<file path="src/crc_pkg.sv">
// Shared types and constants of the Chinese remainder combiner.
// Holds the transfer payload structs, the sequencer states and the divider interface.
// No dependencies.
`default_nettype none
package crc_pkg;

  localparam int unsigned VW = 32;
  localparam int unsigned DW = 2 * VW;

  typedef enum logic [1:0] {
    ST_OK        = 2'd0,
    ST_NOT_COPR  = 2'd1,
    ST_OVERFLOW  = 2'd2,
    ST_TOO_MANY  = 2'd3
  } status_e;

  typedef struct packed {
    logic [31:0] modulus;
    logic [31:0] residue;
    logic        last;
  } item_t;

  typedef struct packed {
    logic [31:0] solution;
    logic [31:0] combined_modulus;
    logic [1:0]  status;
  } result_t;

  typedef struct packed {
    logic          start;
    logic [DW-1:0] dividend;
    logic [VW-1:0] divisor;
  } div_req_t;

  typedef struct packed {
    logic          done;
    logic [DW-1:0] quot;
    logic [VW-1:0] rem;
  } div_rsp_t;

  typedef enum logic [4:0] {
    S_IDLE,
    S_LD_MUL,
    S_LD_DIV,
    S_LD_WAIT,
    S_LD_STORE,
    S_RD,
    S_A_DIV,
    S_A_WAIT,
    S_R1_DIV,
    S_R1_WAIT,
    S_LOOP,
    S_Q_WAIT,
    S_QT_MUL,
    S_QT_DIV,
    S_QT_WAIT,
    S_K_MUL,
    S_K_DIV,
    S_K_WAIT,
    S_TERM_MUL,
    S_SUM,
    S_EMIT
  } state_e;

endpackage
`default_nettype wire

</file>
<file path="src/chinese_remainder_combiner.sv">
// Chinese remainder combiner: loads modulus and residue pairs and solves the system.
// Each load of a nonzero modulus makes one pass of the shared 64-step divider.
// After the final pair the stored pairs are combined in turn, each with its own Euclid loop on the divider.
// Busy is high while an item is loaded or the system solved; the result is strobed for one cycle and cannot be stalled.
// Reset clears the pair count and error status and sets the product to one; the pair stores hold no reset.
// Depends on crc_pkg and crc_div.
`default_nettype none
module chinese_remainder_combiner #(
  parameter int unsigned MAX_TERMS = 8
) (
  input  wire logic             clk_i,
  input  wire logic             rst_ni,
  input  wire logic             start,
  input  wire crc_pkg::item_t   item_i,
  output logic                  busy,
  output logic                  done,
  output crc_pkg::result_t      result_o
);
  import crc_pkg::*;

  localparam int unsigned CW = $clog2(MAX_TERMS + 1);
  localparam int unsigned IW = (MAX_TERMS > 1) ? $clog2(MAX_TERMS) : 1;

  state_e state_q, state_d;

  logic [VW-1:0] mod_mem [MAX_TERMS];
  logic [VW-1:0] res_mem [MAX_TERMS];

  logic [CW-1:0] cnt_q;
  logic [CW-1:0] idx_q;
  logic [VW-1:0] prod_n_q;
  logic [1:0]    flags_q;
  logic [VW-1:0] m_q, r_q, a_q, r0_q, r1_q, t0_q, t1_q, qm_q, sum_q;
  logic          last_q;
  logic [DW-1:0] mul_q;
  logic          mul_en;
  logic [VW-1:0] mul_a, mul_b;
  logic [VW-1:0] rd_mod_q, rd_res_q;
  logic [VW-1:0] t2, term, gap;
  logic          load_err;

  div_req_t div_req;
  div_rsp_t div_rsp;

  crc_div u_div (
    .clk_i  (clk_i),
    .rst_ni (rst_ni),
    .req_i  (div_req),
    .rsp_o  (div_rsp)
  );

  assign t2       = (t0_q >= div_rsp.rem) ? t0_q - div_rsp.rem
                                          : t0_q + (m_q - div_rsp.rem);
  assign term     = mul_q[VW-1:0];
  assign gap      = prod_n_q - term;
  assign load_err = (flags_q != ST_OK) || (cnt_q >= CW'(MAX_TERMS)) ||
                    (m_q != '0 && mul_q[DW-1:VW] != '0);

  always_comb begin
    state_d = state_q;
    unique case (state_q)
      S_IDLE:     if (start) state_d = S_LD_MUL;
      S_LD_MUL:   state_d = (m_q == '0) ? S_LD_STORE : S_LD_DIV;
      S_LD_DIV:   state_d = S_LD_WAIT;
      S_LD_WAIT:  if (div_rsp.done) state_d = S_LD_STORE;
      S_LD_STORE: begin
        if (!last_q) begin
          state_d = S_IDLE;
        end else if (load_err) begin
          state_d = S_EMIT;
        end else begin
          state_d = S_RD;
        end
      end
      S_RD:       state_d = S_A_DIV;
      S_A_DIV:    state_d = S_A_WAIT;
      S_A_WAIT:   if (div_rsp.done) state_d = S_R1_DIV;
      S_R1_DIV:   state_d = S_R1_WAIT;
      S_R1_WAIT:  if (div_rsp.done) state_d = S_LOOP;
      S_LOOP: begin
        if (r1_q != '0) begin
          state_d = S_Q_WAIT;
        end else if (r0_q != VW'(1)) begin
          state_d = S_EMIT;
        end else begin
          state_d = S_K_MUL;
        end
      end
      S_Q_WAIT:   if (div_rsp.done) state_d = S_QT_MUL;
      S_QT_MUL:   state_d = S_QT_DIV;
      S_QT_DIV:   state_d = S_QT_WAIT;
      S_QT_WAIT:  if (div_rsp.done) state_d = S_LOOP;
      S_K_MUL:    state_d = S_K_DIV;
      S_K_DIV:    state_d = S_K_WAIT;
      S_K_WAIT:   if (div_rsp.done) state_d = S_TERM_MUL;
      S_TERM_MUL: state_d = S_SUM;
      S_SUM:      state_d = (idx_q + 1'b1 == cnt_q) ? S_EMIT : S_RD;
      S_EMIT:     state_d = S_IDLE;
      default:    state_d = S_IDLE;
    endcase
  end

  always_comb begin
    div_req = '0;
    mul_en  = 1'b0;
    mul_a   = '0;
    mul_b   = '0;
    unique case (state_q)
      S_LD_MUL: begin
        mul_en = 1'b1;
        mul_a  = prod_n_q;
        mul_b  = m_q;
      end
      S_LD_DIV: begin
        div_req.start    = 1'b1;
        div_req.dividend = DW'(r_q);
        div_req.divisor  = m_q;
      end
      S_A_DIV: begin
        div_req.start    = 1'b1;
        div_req.dividend = DW'(prod_n_q);
        div_req.divisor  = rd_mod_q;
      end
      S_R1_DIV: begin
        div_req.start    = 1'b1;
        div_req.dividend = DW'(a_q);
        div_req.divisor  = m_q;
      end
      S_LOOP: begin
        div_req.start    = r1_q != '0;
        div_req.dividend = DW'(r0_q);
        div_req.divisor  = r1_q;
      end
      S_QT_MUL: begin
        mul_en = 1'b1;
        mul_a  = qm_q;
        mul_b  = t1_q;
      end
      S_QT_DIV, S_K_DIV: begin
        div_req.start    = 1'b1;
        div_req.dividend = mul_q;
        div_req.divisor  = m_q;
      end
      S_K_MUL: begin
        mul_en = 1'b1;
        mul_a  = rd_res_q;
        mul_b  = t0_q;
      end
      S_TERM_MUL: begin
        mul_en = 1'b1;
        mul_a  = a_q;
        mul_b  = div_rsp.rem;
      end
      default: begin
      end
    endcase
  end

  always_ff @(posedge clk_i) begin
    if (mul_en) mul_q <= DW'(mul_a) * DW'(mul_b);
  end

  always_ff @(posedge clk_i) begin
    if (state_q == S_LD_STORE && cnt_q < CW'(MAX_TERMS)) begin
      mod_mem[cnt_q[IW-1:0]] <= m_q;
      res_mem[cnt_q[IW-1:0]] <= r_q;
    end
    rd_mod_q <= mod_mem[idx_q[IW-1:0]];
    rd_res_q <= res_mem[idx_q[IW-1:0]];
  end

  always_ff @(posedge clk_i or negedge rst_ni) begin
    if (!rst_ni) begin
      state_q  <= S_IDLE;
      cnt_q    <= '0;
      prod_n_q <= VW'(1);
      flags_q  <= ST_OK;
    end else begin
      state_q <= state_d;
      unique case (state_q)
        S_LD_MUL: begin
          if (m_q == '0) begin
            if (flags_q < ST_NOT_COPR) flags_q <= ST_NOT_COPR;
          end
        end
        S_LD_STORE: begin
          if (m_q != '0) begin
            if (mul_q[DW-1:VW] != '0) begin
              if (flags_q < ST_OVERFLOW) flags_q <= ST_OVERFLOW;
            end else begin
              prod_n_q <= mul_q[VW-1:0];
            end
          end
          if (cnt_q < CW'(MAX_TERMS)) begin
            cnt_q <= cnt_q + 1'b1;
          end else begin
            flags_q <= ST_TOO_MANY;
            cnt_q   <= CW'(MAX_TERMS + 1);
          end
        end
        S_LOOP: begin
          if (r1_q == '0 && r0_q != VW'(1)) flags_q <= ST_NOT_COPR;
        end
        S_EMIT: begin
          cnt_q    <= '0;
          prod_n_q <= VW'(1);
          flags_q  <= ST_OK;
        end
        default: begin
        end
      endcase
    end
  end

  always_ff @(posedge clk_i) begin
    unique case (state_q)
      S_IDLE: begin
        m_q    <= item_i.modulus;
        r_q    <= item_i.residue;
        last_q <= item_i.last;
        idx_q  <= '0;
        sum_q  <= '0;
      end
      S_LD_WAIT: if (div_rsp.done) r_q <= div_rsp.rem;
      S_A_DIV:   m_q <= rd_mod_q;
      S_A_WAIT:  if (div_rsp.done) a_q <= div_rsp.quot[VW-1:0];
      S_R1_WAIT: begin
        if (div_rsp.done) begin
          r0_q <= m_q;
          r1_q <= div_rsp.rem;
          t0_q <= '0;
          t1_q <= (m_q == VW'(1)) ? '0 : VW'(1);
        end
      end
      S_Q_WAIT: begin
        if (div_rsp.done) begin
          qm_q <= (div_rsp.quot == DW'(m_q)) ? '0 : div_rsp.quot[VW-1:0];
          r0_q <= r1_q;
          r1_q <= div_rsp.rem;
        end
      end
      S_QT_WAIT: begin
        if (div_rsp.done) begin
          t0_q <= t1_q;
          t1_q <= t2;
        end
      end
      S_SUM: begin
        sum_q <= (sum_q >= gap) ? sum_q - gap : sum_q + term;
        idx_q <= idx_q + 1'b1;
      end
      default: begin
      end
    endcase
  end

  assign busy = state_q != S_IDLE;
  assign done = state_q == S_EMIT;

  always_comb begin
    result_o.status           = flags_q;
    result_o.solution         = (flags_q == ST_OK) ? sum_q : '0;
    result_o.combined_modulus = (flags_q == ST_OVERFLOW || flags_q == ST_TOO_MANY)
                                ? '0 : prod_n_q;
  end

endmodule
`default_nettype wire

</file>
<file path="src/crc_div.sv">
// Restoring divider of a double-width dividend by a single-width divisor, one bit a cycle.
// Depends on crc_pkg for the request and response structs.
`default_nettype none
module crc_div (
  input  wire logic              clk_i,
  input  wire logic              rst_ni,
  input  wire crc_pkg::div_req_t req_i,
  output crc_pkg::div_rsp_t      rsp_o
);
  import crc_pkg::*;

  localparam int unsigned CNTW = $clog2(DW);

  logic            busy_q;
  logic            done_q;
  logic [CNTW-1:0] cnt_q;
  logic [DW-1:0]   quot_q;
  logic [VW-1:0]   rem_q;
  logic [VW-1:0]   dvs_q;
  logic [VW:0]     rem_sh;
  logic            fits;

  assign rem_sh = {rem_q, quot_q[DW-1]};
  assign fits   = rem_sh >= {1'b0, dvs_q};

  always_ff @(posedge clk_i or negedge rst_ni) begin
    if (!rst_ni) begin
      busy_q <= 1'b0;
      done_q <= 1'b0;
      cnt_q  <= '0;
    end else begin
      done_q <= 1'b0;
      if (req_i.start) begin
        busy_q <= 1'b1;
        cnt_q  <= '0;
      end else if (busy_q) begin
        cnt_q <= cnt_q + 1'b1;
        if (cnt_q == CNTW'(DW - 1)) begin
          busy_q <= 1'b0;
          done_q <= 1'b1;
        end
      end
    end
  end

  always_ff @(posedge clk_i) begin
    if (req_i.start) begin
      quot_q <= req_i.dividend;
      rem_q  <= '0;
      dvs_q  <= req_i.divisor;
    end else if (busy_q) begin
      quot_q <= {quot_q[DW-2:0], fits};
      rem_q  <= fits ? VW'(rem_sh - {1'b0, dvs_q}) : rem_sh[VW-1:0];
    end
  end

  assign rsp_o.done = done_q;
  assign rsp_o.quot = quot_q;
  assign rsp_o.rem  = rem_q;

endmodule
`default_nettype wire

</file>
<file path="config.mk">
export PLATFORM = sky130hd
export DESIGN_NAME = chinese_remainder_combiner
export DESIGN_NICKNAME = d
export VERILOG_FILES = /design/src/crc_pkg.sv /design/src/chinese_remainder_combiner.sv /design/src/crc_div.sv
export SDC_FILE = /design/constraint.sdc
export NUM_CORES = 2
export LEC_CHECK = 0
export ABC_AREA = 1
export BUFFER_PORTS_ARGS = -buffer_cell sky130_fd_sc_hd__buf_4
export CAP_MARGIN = 20
export CORE_ASPECT_RATIO = 1.4
export CORE_MARGIN = 2
export CORE_UTILIZATION = 45
export DETAILED_ROUTE_END_ITERATION = 10
export SETUP_SLACK_MARGIN = 0.02
export SLEW_MARGIN = 20
export SYNTH_ARGS = -nofsm -noshare
export SYNTH_HDL_FRONTEND = slang
export SYNTH_SLANG_ARGS = --single-unit
</file>
<file path="constraint.sdc">
create_clock -name clk_i -period 6.7 [get_ports clk_i]
set_input_delay 1.005 -clock clk_i [delete_from_list [all_inputs] [get_ports clk_i]]
set_output_delay 1.005 -clock clk_i [all_outputs]
set_load 0.01 [all_outputs]
</file>
* Word level (Yosys, flattened, before mapping) *
Memory sizes are Yosys's and may differ from the RTL's. A register that Yosys moved wholly into a read port is not among the register bits.
Index checks and enable logic that the tools add are counted.
W data, S select, Z words.

operators by class
  reductions and logical operators = 36
  multipliers = 1
  $add $sub $neg = 10
  multiplexer cells = 62
  $lt $le $gt $ge = 7
  equality and inequality tests = 43

operators with widths
  kind                   count
  $pmux W97 S5           1
  $mux W32               14
  $pmux W32 S2           7
  $pmux W32 S4           2
  $sub A32 B32 Y32       5
  $mux W64               2
  $reduce_bool A32 Y1    3
  $pmux W5 S19           1
  $add A32 B32 Y32       2
  $eq A64 B32 Y1         1
  $ge A32 B32 Y1         2
  $logic_not A32 Y1      2
  $mul A32 B32 Y64       1
  $mux W5                11
  $eq A5 B4 Y1 const B   8
  $ge A33 B32 Y1         1
  $eq A32 B1 Y1 const B  1
  $ne A32 B1 Y1 const B  1
  $eq A5 B5 Y1 const B   5
  $eq A5 B3 Y1 const B   4
  $ne A2 B1 Y1 const B   8
  $pmux W4 S2            2
  $reduce_bool A2 Y1     8
  $mux W2                7
  31 further kinds       60

storage, ports and cells
  memories = 2
  RAM bits = 512
  input port bits = 68
  flip-flop bits (word level) = 536
  logic and storage cells = 183
  output and inout bits = 68

memories
  name     depth  width  rd ports  clocked after Yosys merged registers in  wr ports  RTL line                          source
  mod_mem  8      32     1         1                                        1         chinese_remainder_combiner.sv:26  logic [VW-1:0] mod_mem [MAX_TERMS];
  res_mem  8      32     1         1                                        1         chinese_remainder_combiner.sv:27  logic [VW-1:0] res_mem [MAX_TERMS];

* Longest topological paths before layout *
  depth after elaboration = 6
  mapped depth = 41
  mapped depth without buffers = 38

* Hierarchy *
Synthesis repeated with hierarchy kept, for this count alone.

unflattened totals
  cells, all modules = 11466
  area, all modules = 94639.5 um^2

modules (own cells, without submodules)
  module                      instances  seq. area each (um^2)  cells an instance  area each (um^2)
  chinese_remainder_combiner  1          28453.5                10324              86457.9
  crc_div                     1          3723.6                 1142               8181.6

* Worst setup path before layout *
No wires, ideal clock.

  path kind = register to register
  start point = register state_q[3]
  end point = register mul_q[63] (data pin)
  cell stages (with the launch flop) = 34
  path buffers = 3
  library setup time = 0.252 ns
  required time = 6.448 ns
  clock period less this slack = 7.381 ns
  setup slack = -0.681 ns
  arrival time = 7.129 ns
  path through = dfrtp_1 > nor2_2 > inv_2 > nor2_4 > nand2_2 > buf_4 > buf_4 > o22ai_1 > nor2_1 > inv_1 > buf_2 > nand2_1 > fa_1 > inv_1 > fa_1 > inv_1 > fa_1 > fa_1 > inv_1 > fa_1 > fa_1 > fa_1 > inv_1 > fa_1 > inv_1 > ha_1 > a21oi_1 > o21ai_0 > a21oi_1 > o21ai_0 > a21oi_1 > nand2_1 > nand2_1 > nand2_1

between the ends
  longest elaborated chain between the ends = 3

ends and longest elaborated chain
  item                                        RTL line                           source
  start, declared                             chinese_remainder_combiner.sv:24   state_e state_q, state_d;
  start signal, assigned                      chinese_remainder_combiner.sv:179  state_q <= state_d;
  $eq A5 B5 Y1, or another cell as far along  chinese_remainder_combiner.sv:108  unique case (state_q)
  $pmux W32 S4                                chinese_remainder_combiner.sv:108
  $mul A32 B32 Y64 (*)                        chinese_remainder_combiner.sv:160  if (mul_en) mul_q <= DW'(mul_a) * DW'(mul_b);
  end signal, assigned                        chinese_remainder_combiner.sv:160
  end, declared                               chinese_remainder_combiner.sv:35   logic [DW-1:0] mul_q;

Every way passes the cells marked *; elsewhere a longest branch is shown, timed or not.
A chain may end at the register's enable or synchronous reset.

* Final worst setup path *
  start point = register state_q[2]
  end point = register mul_q[55] (data pin)

Same word-level chain as after synthesis.

==> results_dict.tcl <==
set metrics [dict create \
    worst-slew-pin-transition_ns 1.365 \
    vias 82000 \
    insertion_delay_ns 0.79 \
    synth.distinct_cells 52 \
    std_cell_rows 197 \
    drt_first_pass_iters 6 \
    outcome "complete, but fails checks" \
    r2r_start "state_q[2]" \
    setup_viol 54 \
    synthArstFlopShare_pct 4.586 \
    ir_drop_uv 203.0 \
    clkSinkCount 1112 \
    maxCapViolations 0 \
    period_minus_slack_ns 8.221 \
    synthFlopType "edfxtp_1" \
    die_h_um 542.0 \
    r2r_cells 38 \
    placed_area_sq_um 105600 \
    slew_headroom_pct 8.041 \
    p_sw_share_pct 21.50 \
    cp_slowest_cell "fa_1" \
    finish.instance_area_sq_um 113000 \
    cts_root_buf "clkbuf_16" \
    clk_pin_slew_worst_paths_ns 0.08 \
    cts.path.max_buffers 3 \
    worst-setup-path-type "flop to flop" \
    nNetsFinal 13390 \
    period_share_pct 122.7 \
    syn_area_per_cell_sq_um 8.480 \
    viasPerCell 5.568 \
    area_delta_synth_final_pct 21.42 \
    start_kind "flop" \
    worst_hold_slack_ns 0.3185 \
    antenna_found_initial 13 \
    leakagePower_nw 50.57 \
    grt_overflow_total 0 \
    yosysMostFrequentCell "nand2_1" \
    ctsHoldBuffers 0 \
    dp.cells 14410 \
    ys.warnings.count 0 \
    clkPwrFrac_pct 46.7 \
    violations "negative setup slack" \
    grt_max_degree 172 \
    hp-class "primary input to async pin" \
    crit_family "adder cells" \
    yosysTopAreaCell "edfxtp_1" \
    cts_buffers 109 \
    dpl.hpwl_um 336400 \
    arrival_ns 8.76 \
    hold_viol 0 \
    p_seq_share_pct 52.7 \
    place_ws_ns -1.860 \
    drt-total-wl_um 409500 \
    internal_power_mw 11.05 \
    synth-simple-area-share_pct 19.89 \
    p_per_area_nw_per_um2 124.6 \
    synthTopCellsByArea "edfxtp_1 31%, fa_1 20%, nand2_1 9.3%, inv_1 7.9%, nor2_1 6.7%" \
    start_util_pct 45.26 \
    fin_ws_ns -1.521 \
    die_area_sq_um 210500 \
    ioPinCount 136 \
    grt_pass1_wl_um 582900 \
    synthMuxAreaShare_pct 0 \
    gp_congestion 1.043 \
    io_buffers 135 \
    htree_levels 3 \
    synthAdderAreaFrac_pct 26.18 \
    clock_skew_ns 0.1016 \
    synth-edff-count 965 \
    wire_per_inst_um 27.81 \
    syn_nets 12430 \
    die_w_um 388.3 \
    cts_tree "built" \
    final_util_pct 54.96 \
    path_buf_inv 15 \
    ys_ff_latch 1112 \
    synth_xor_area_share_pct 1.572 \
    p_sw_mw 3.027 \
    cp_slowest_stage_delay_ns 0.57 \
    worstReg2RegEnd "mul_q[55]" \
    ant_nets 0 \
    pwr-share-comb_pct 0.6 \
    track_usage_pct 38.76 \
    setup_tns_ns -69.20 \
    drcViolationCount 0 \
    rsz0062_at_grt "true" \
    grt_pass1_vias 83980 \
    fmax_mhz 121.6 \
    path_max_fanout 8 \
    crit_required_ns 7.24 \
    worst_setup_path_end_kind "flop" \
    yosysSeqAreaShare_pct 34.58 \
    syn_area_sq_um 93050 \
    synth_top_family_by_area "adder cells" \
    synth_top_cells_by_count "2,308 x nand2_1, 1,960 x inv_1, 1,660 x nor2_1" \
    first_iter_violations 7459 \
    drive_gt1_share_pct 17.36 \
    core_sq_um 205600 \
    synth_top_cell_area_share_pct 31.14 \
    layout.cells.non_filler 14730 \
    synth_cells 10970 \
    power.total_mw 14.08 \
    cpMostUsedCell "fa_1" \
    reg2reg_slack_ns -1.52 \
    final_max_slew_viol_count 0 \
    synth_compound_area_share_pct 7.780 \
]
[cell usage in the layout (no fill, tap or decap), types with 54 or more instances in the layout]
cell type and instances:
nand4_1 107, nand3_1 318, fa_1 856, inv_1 1895, a31oi_1 80, dfxtp_1 96
inv_2 85, xor2_1 111, nor2_4 67, nor3_1 54, o22ai_1 92, nor2_1 1507
buf_6 69, fa_2 76, buf_4 1003, clkbuf_16 111, nand2_1 2238, ha_1 410
o21ai_0 575, nor2_2 108, buf_12 138, edfxtp_1 965, a21oi_1 297
[per-layer routing]
layer  global-route usage [%]  wire length (um)  share of wire, %  vias to the layer above
li1                         -                 -                 -                    36510
met1                    42.92            141900                35                    40520
met2                    65.47            195900                48                     3670
met3                    5.709             27340               6.7                     1285
met4                    33.34             44360                11                       10
met5                        0                73             0.018                        -
[sequential cells by signal (all words and copies together) (netlist names), 2 cells and up]
signal        cells
prod_n_q         32
rd_mod_q         32
sum_q            32
t1_q             32
t0_q             32
qm_q             32
u_div.quot_q     64
m_q              32
mod_mem         256
u_div.dvs_q      32
mul_q            64
idx_q             4
r_q              32
r0_q             32
u_div.rem_q      32
flags_q           2
r1_q             32
res_mem         256
state_q           5
u_div.cnt_q       6
cnt_q             4
rd_res_q         32
a_q              32
[power groups by stage]
stage	Clock [mW]	Sequential (mW)	Combinational [mW]
2_1_floorplan	0	7.57	0.0148
3_3_place_gp	0	7.57	0.0828
3_5_place_dp	0	7.57	0.0836
4_1_cts	6.61	7.42	0.0846
5_1_grt	6.86	7.42	0.0888
6_report	6.57	7.42	0.0871
[worst max-delay path by stage]
| stage | start | cells past startpoint | slack, ns | end |
|---|---|---|---|---|
| after CTS | state_q[1] | 38 | -1.50 | mul_q[55] |
| after global routing | state_q[3] | 37 | -1.69 | mul_q[55] |
| after global placement | state_q[1] | 35 | -1.82 | mul_q[60] |
| after detailed placement | state_q[0] | 36 | -1.86 | mul_q[59] |
| after floorplan | state_q[2] | 34 | -0.44 | mul_q[60] |
| final | state_q[2] | 38 | -1.52 | mul_q[55] |
[repair_timing]
action                                  CTS  global route
gates cloned                              3             0
gates resized for setup                 418           304
endpoints found under the setup margin   55            55
buffers inserted                         72            28
pin swaps                               103            92
[cells by family after synthesis]
logic type | after synthesis
fa+ha+maj | 1388
flops | 1112
simple gates | 4589
compound gates | 1317
xor+xnor | 167
buf+inv | 2399
[worst register-to-register path, delay by kind of cell (launching register included)]
kind | cells | cell delay, ns
and+or+nand+nor | 14 | 1.59
adders and majority gates | 9 | 4.39
buffers and inverters | 15 | 1.59
DFF | 1 | 0.43
[cell type report]
class / count / area [sq um]
timing repair buffer: 1234 / 11520
inverter: 2017 / 7670
fill: 19170 / 92600
multi-input combinational: 7461 / 54430
clock inverter: 61 / 782.0
clock buffer: 146 / 3009
sequential: 1112 / 32180
antenna: 10 / 25.02
tap: 2686 / 3361
Note: power is estimated with default switching activity, not from simulation.
